$ cat src/ogs_delay.sv
// Register delay line with a shared stall enable.
// Keeps side data aligned with the row pipelines; uses no package items.
module ogs_delay #(
    parameter int unsigned DEPTH = 5,
    parameter int unsigned WIDTH = 8
) (
    input  logic             clk,
    input  logic             en,
    input  logic [WIDTH-1:0] din,
    output logic [WIDTH-1:0] dout
);

    logic [WIDTH-1:0] tap_reg [0:DEPTH-1];

    always_ff @(posedge clk)
    begin
        if (en)
        begin
            tap_reg[0] <= din;
            for (int i = 1; i < DEPTH; i++)
            begin
                tap_reg[i] <= tap_reg[i-1];
            end
        end
    end

    assign dout = tap_reg[DEPTH-1];

endmodule

$ cat config.mk
export PLATFORM = sky130hd
export DESIGN_NAME = ogs_delay
export DESIGN_NICKNAME = d
export VERILOG_FILES = /design/src/ogs_delay.sv
export SDC_FILE = /design/constraint.sdc
export NUM_CORES = 1
export LEC_CHECK = 0
export ABC_AREA = 1
export BUFFER_PORTS_ARGS = -buffer_cell sky130_fd_sc_hd__buf_4
export CAP_MARGIN = 15
export CORE_MARGIN = 3
export CORE_UTILIZATION = 48
export DETAILED_ROUTE_END_ITERATION = 6
export GPL_TIMING_DRIVEN = 0
export PLACE_DENSITY = 0.71
export REMOVE_ABC_BUFFERS = 1
export SETUP_SLACK_MARGIN = 0.2
export SYNTH_ARGS = -nofsm -noshare
export SYNTH_HDL_FRONTEND = slang
export SYNTH_SLANG_ARGS = --single-unit
$ cat constraint.sdc
create_clock -name clk -period 0.8 [get_ports clk]
set_input_delay 0.08 -clock clk [delete_from_list [all_inputs] [get_ports clk]]
set_output_delay 0.08 -clock clk [all_outputs]
set_load 0.01 [all_outputs]
==> results.txt <==
#FFs+latches synth: 40
Leakage Power: 0.5304 nW
Critical Path Sink Type: output port
Flop pwr share: 0.650
Max-slew violations: 0
Routed Antenna Nets: 0
Failing checks: hold timing, setup timing
Critical-path cell with the highest stage delay: edfxtp_1
CTS tree: yes
1st-iter DRT viols: 14
Max stage delay on crit path: 0.39 ns
Nets: 77
IO Pins: 18
Final Skew: 0.007978 ns
Hold crit path type: input pin to flip-flop
Final worst slack: -0.1425 ns
Root Driver: clkbuf_4
M1 WL: 458 um
Final Cell Area: 0.001478 mm2
Worst Hold Depth: 1
Total number of vias: 451
Critical Path AT: 0.86 ns
XOR/XNOR Fraction of Synth Area: 0
Setup-violating endpoint count in the final report: 8
Ranking of synthesized cells by area: edfxtp_1, buf_4
Vias in the first global route: 413
Post-Syn Area: 0.001261 mm2
Multi-input gates: 0
Die Y: 57.26 um
Worst Path Buf+Inv: 1
Cell count after synthesis: 48
Post-synthesis average cell area: 26.28 um2
Synth Area in Adders: 0
Complex-gate fraction of the synthesized area: 0
Max-Cap Viols: 0
Htree depth: 2
Clock period minus worst slack: 0.9425 ns
Period utilisation layout: 1.178
Kind of critical path: flip-flop to output port
Clk Latency, worst-skew pair: 0.33 ns
Clk sinks: 40
Largest net degree at the start of global routing: 41
Critical path startpoint category: flip-flop
Yosys warnings: 0
CP cell instances: buf_4
Max Used Layer: met4
Initial antenna violation count: 0
VDD IR-drop max: 1.655 mV
Placed inst area: 0.001364 mm2
Logic pwr share: 0.032
Post-synthesis mux area share: 0
Psw: 0.0006566 W
Number of antenna diodes: 0
Register-to-Register Path Depth: 0
Yosys top cell area share: 0.9524
Port bufs: 17
Hold Vio Cnt, Final: 5
Rows: 17
Avg WL per Cell: 12.36 um
Routed wire length: 1187 um
Simple-Gate Fraction of Synth Area: 0
F_max: 1061 MHz
CORE AREA: 0.002340 mm2
Area Growth Syn to Fin: 17.16%
Slew of the pin with the lowest slew margin: 0.4586 ns
Cell taking the most area after synthesis: edfxtp_1
Clock buffer depth: 2
Max reg flops: 40
Worst path top cell family by delay: flip-flops
Num CTS Buffers: 5
Critical path depth: 1
Met3 wire length: 122 um
Total power: 0.003838 W
Final Hold Slack: -0.08004 ns
Multi-input logic area: 0 um2
Post-synth cell types: 2
Die width: 57.26 um
Clock slew at the register clock pins of the worst setup and hold paths: 0.11 ns
Clock power frac: 0.318
GRT overflow: 0
Largest family of logic cells by synthesized area: buffers and inverters
RSZ-0062 raised after global routing: yes
Crit path required time: 0.72 ns
First-pass GRT wire length: 1890 um
GPL Wtd Cong: 0.5773
TritonRoute pass-1 iters: 3
Internal power: 0.003181 W
GRT Total Usage: 0.08499
Max transition margin: 0.6943
Sequential area share after synthesis: 0.9524
Pwr Density: 2597 mW/mm2
Layout cells sized above 1: 0.3529
Routed wl met2: 589 um
Drc violations: 0
Switching share of power: 0.1711
Initial Utilization: 0.5390
Crit Path Max Fanout: 1
Die area: 0.003279 mm2
Status: complete, but fails checks
Routed vias/inst: 4.698
# Post-CTS Setup Buffers: 0
cells in the mapped netlist (all sizes together):
cell type,instances
edfxtp,40
buf,8
stage by stage:
step / setup slack, ns / util / hold WS [ns] / setup TNS [ns] / instances
2_1_floorplan: 0.2112 / - / 0.1789 / 0 / 40
3_3_place_gp: -0.03128 / 0.5829 / 0.2580 / -1.224 / 85
3_5_place_dp: -0.06217 / 0.5829 / 0.2595 / -2.431 / 85
4_1_cts: -0.1677 / 0.6171 / -0.09498 / -1.154 / 93
5_1_grt: -0.2055 / 0.6316 / -0.1125 / -1.545 / 96
6_report: -0.1425 / 0.6316 / -0.08004 / -0.9706 / 96
power groups by stage:
stage	clock [W]	sequential, W	combinational (W)
2_1_floorplan	0	0.00254	0
3_3_place_gp	0	0.00253	0.000109
3_5_place_dp	0	0.00254	0.000113
4_1_cts	0.00127	0.00250	0.000114
5_1_grt	0.00138	0.00251	0.000137
6_report	0.00122	0.00249	0.000124
routing by layer:
layer  GRT usage  vias up
li1            -      216
met3     0.06787        2
met1     0.08920      211
met4     0.03974        0
met5           0        -
met2      0.1240       22
repair_timing:
item,in CTS,in global routing
endpoints found under the hold margin,8,8
gates resized for setup,1,1
setup endpoints to repair,40,40
worst paths after layout:
| kind | slack [ns] | from | end |
|---|---|---|---|
| worst max register to register | 0.15 | tap_reg[0][24] | tap_reg[0][32] |
| worst max-delay path | -0.14 | tap_reg[0][32] | dout[0] |
| worst min register to register | 0.43 | tap_reg[0][25] | tap_reg[0][33] |
| worst min-delay path | -0.08 | din[2] | tap_reg[0][2] |
cells by family after synthesis:
logic type and after synthesis:
flops 40, buf+inv 8
layout by cell type, fill, tap and decap left out:
cell and instances:
bufinv_16 1, buf_4 15, clkbuf_1 1, clkinv_2 1, buf_6 2, dlygate4sd3_1 3
clkbuf_4 5, edfxtp_1 40
area by class of cell:
class                 count  area, um2
clock buffer              6      41.29
clock inverter            2      35.03
fill                    185      862.1
sequential               40       1201
tap                      28      35.03
timing repair buffer     20      165.2
No activity file was read; power rests on OpenSTA's default activity.
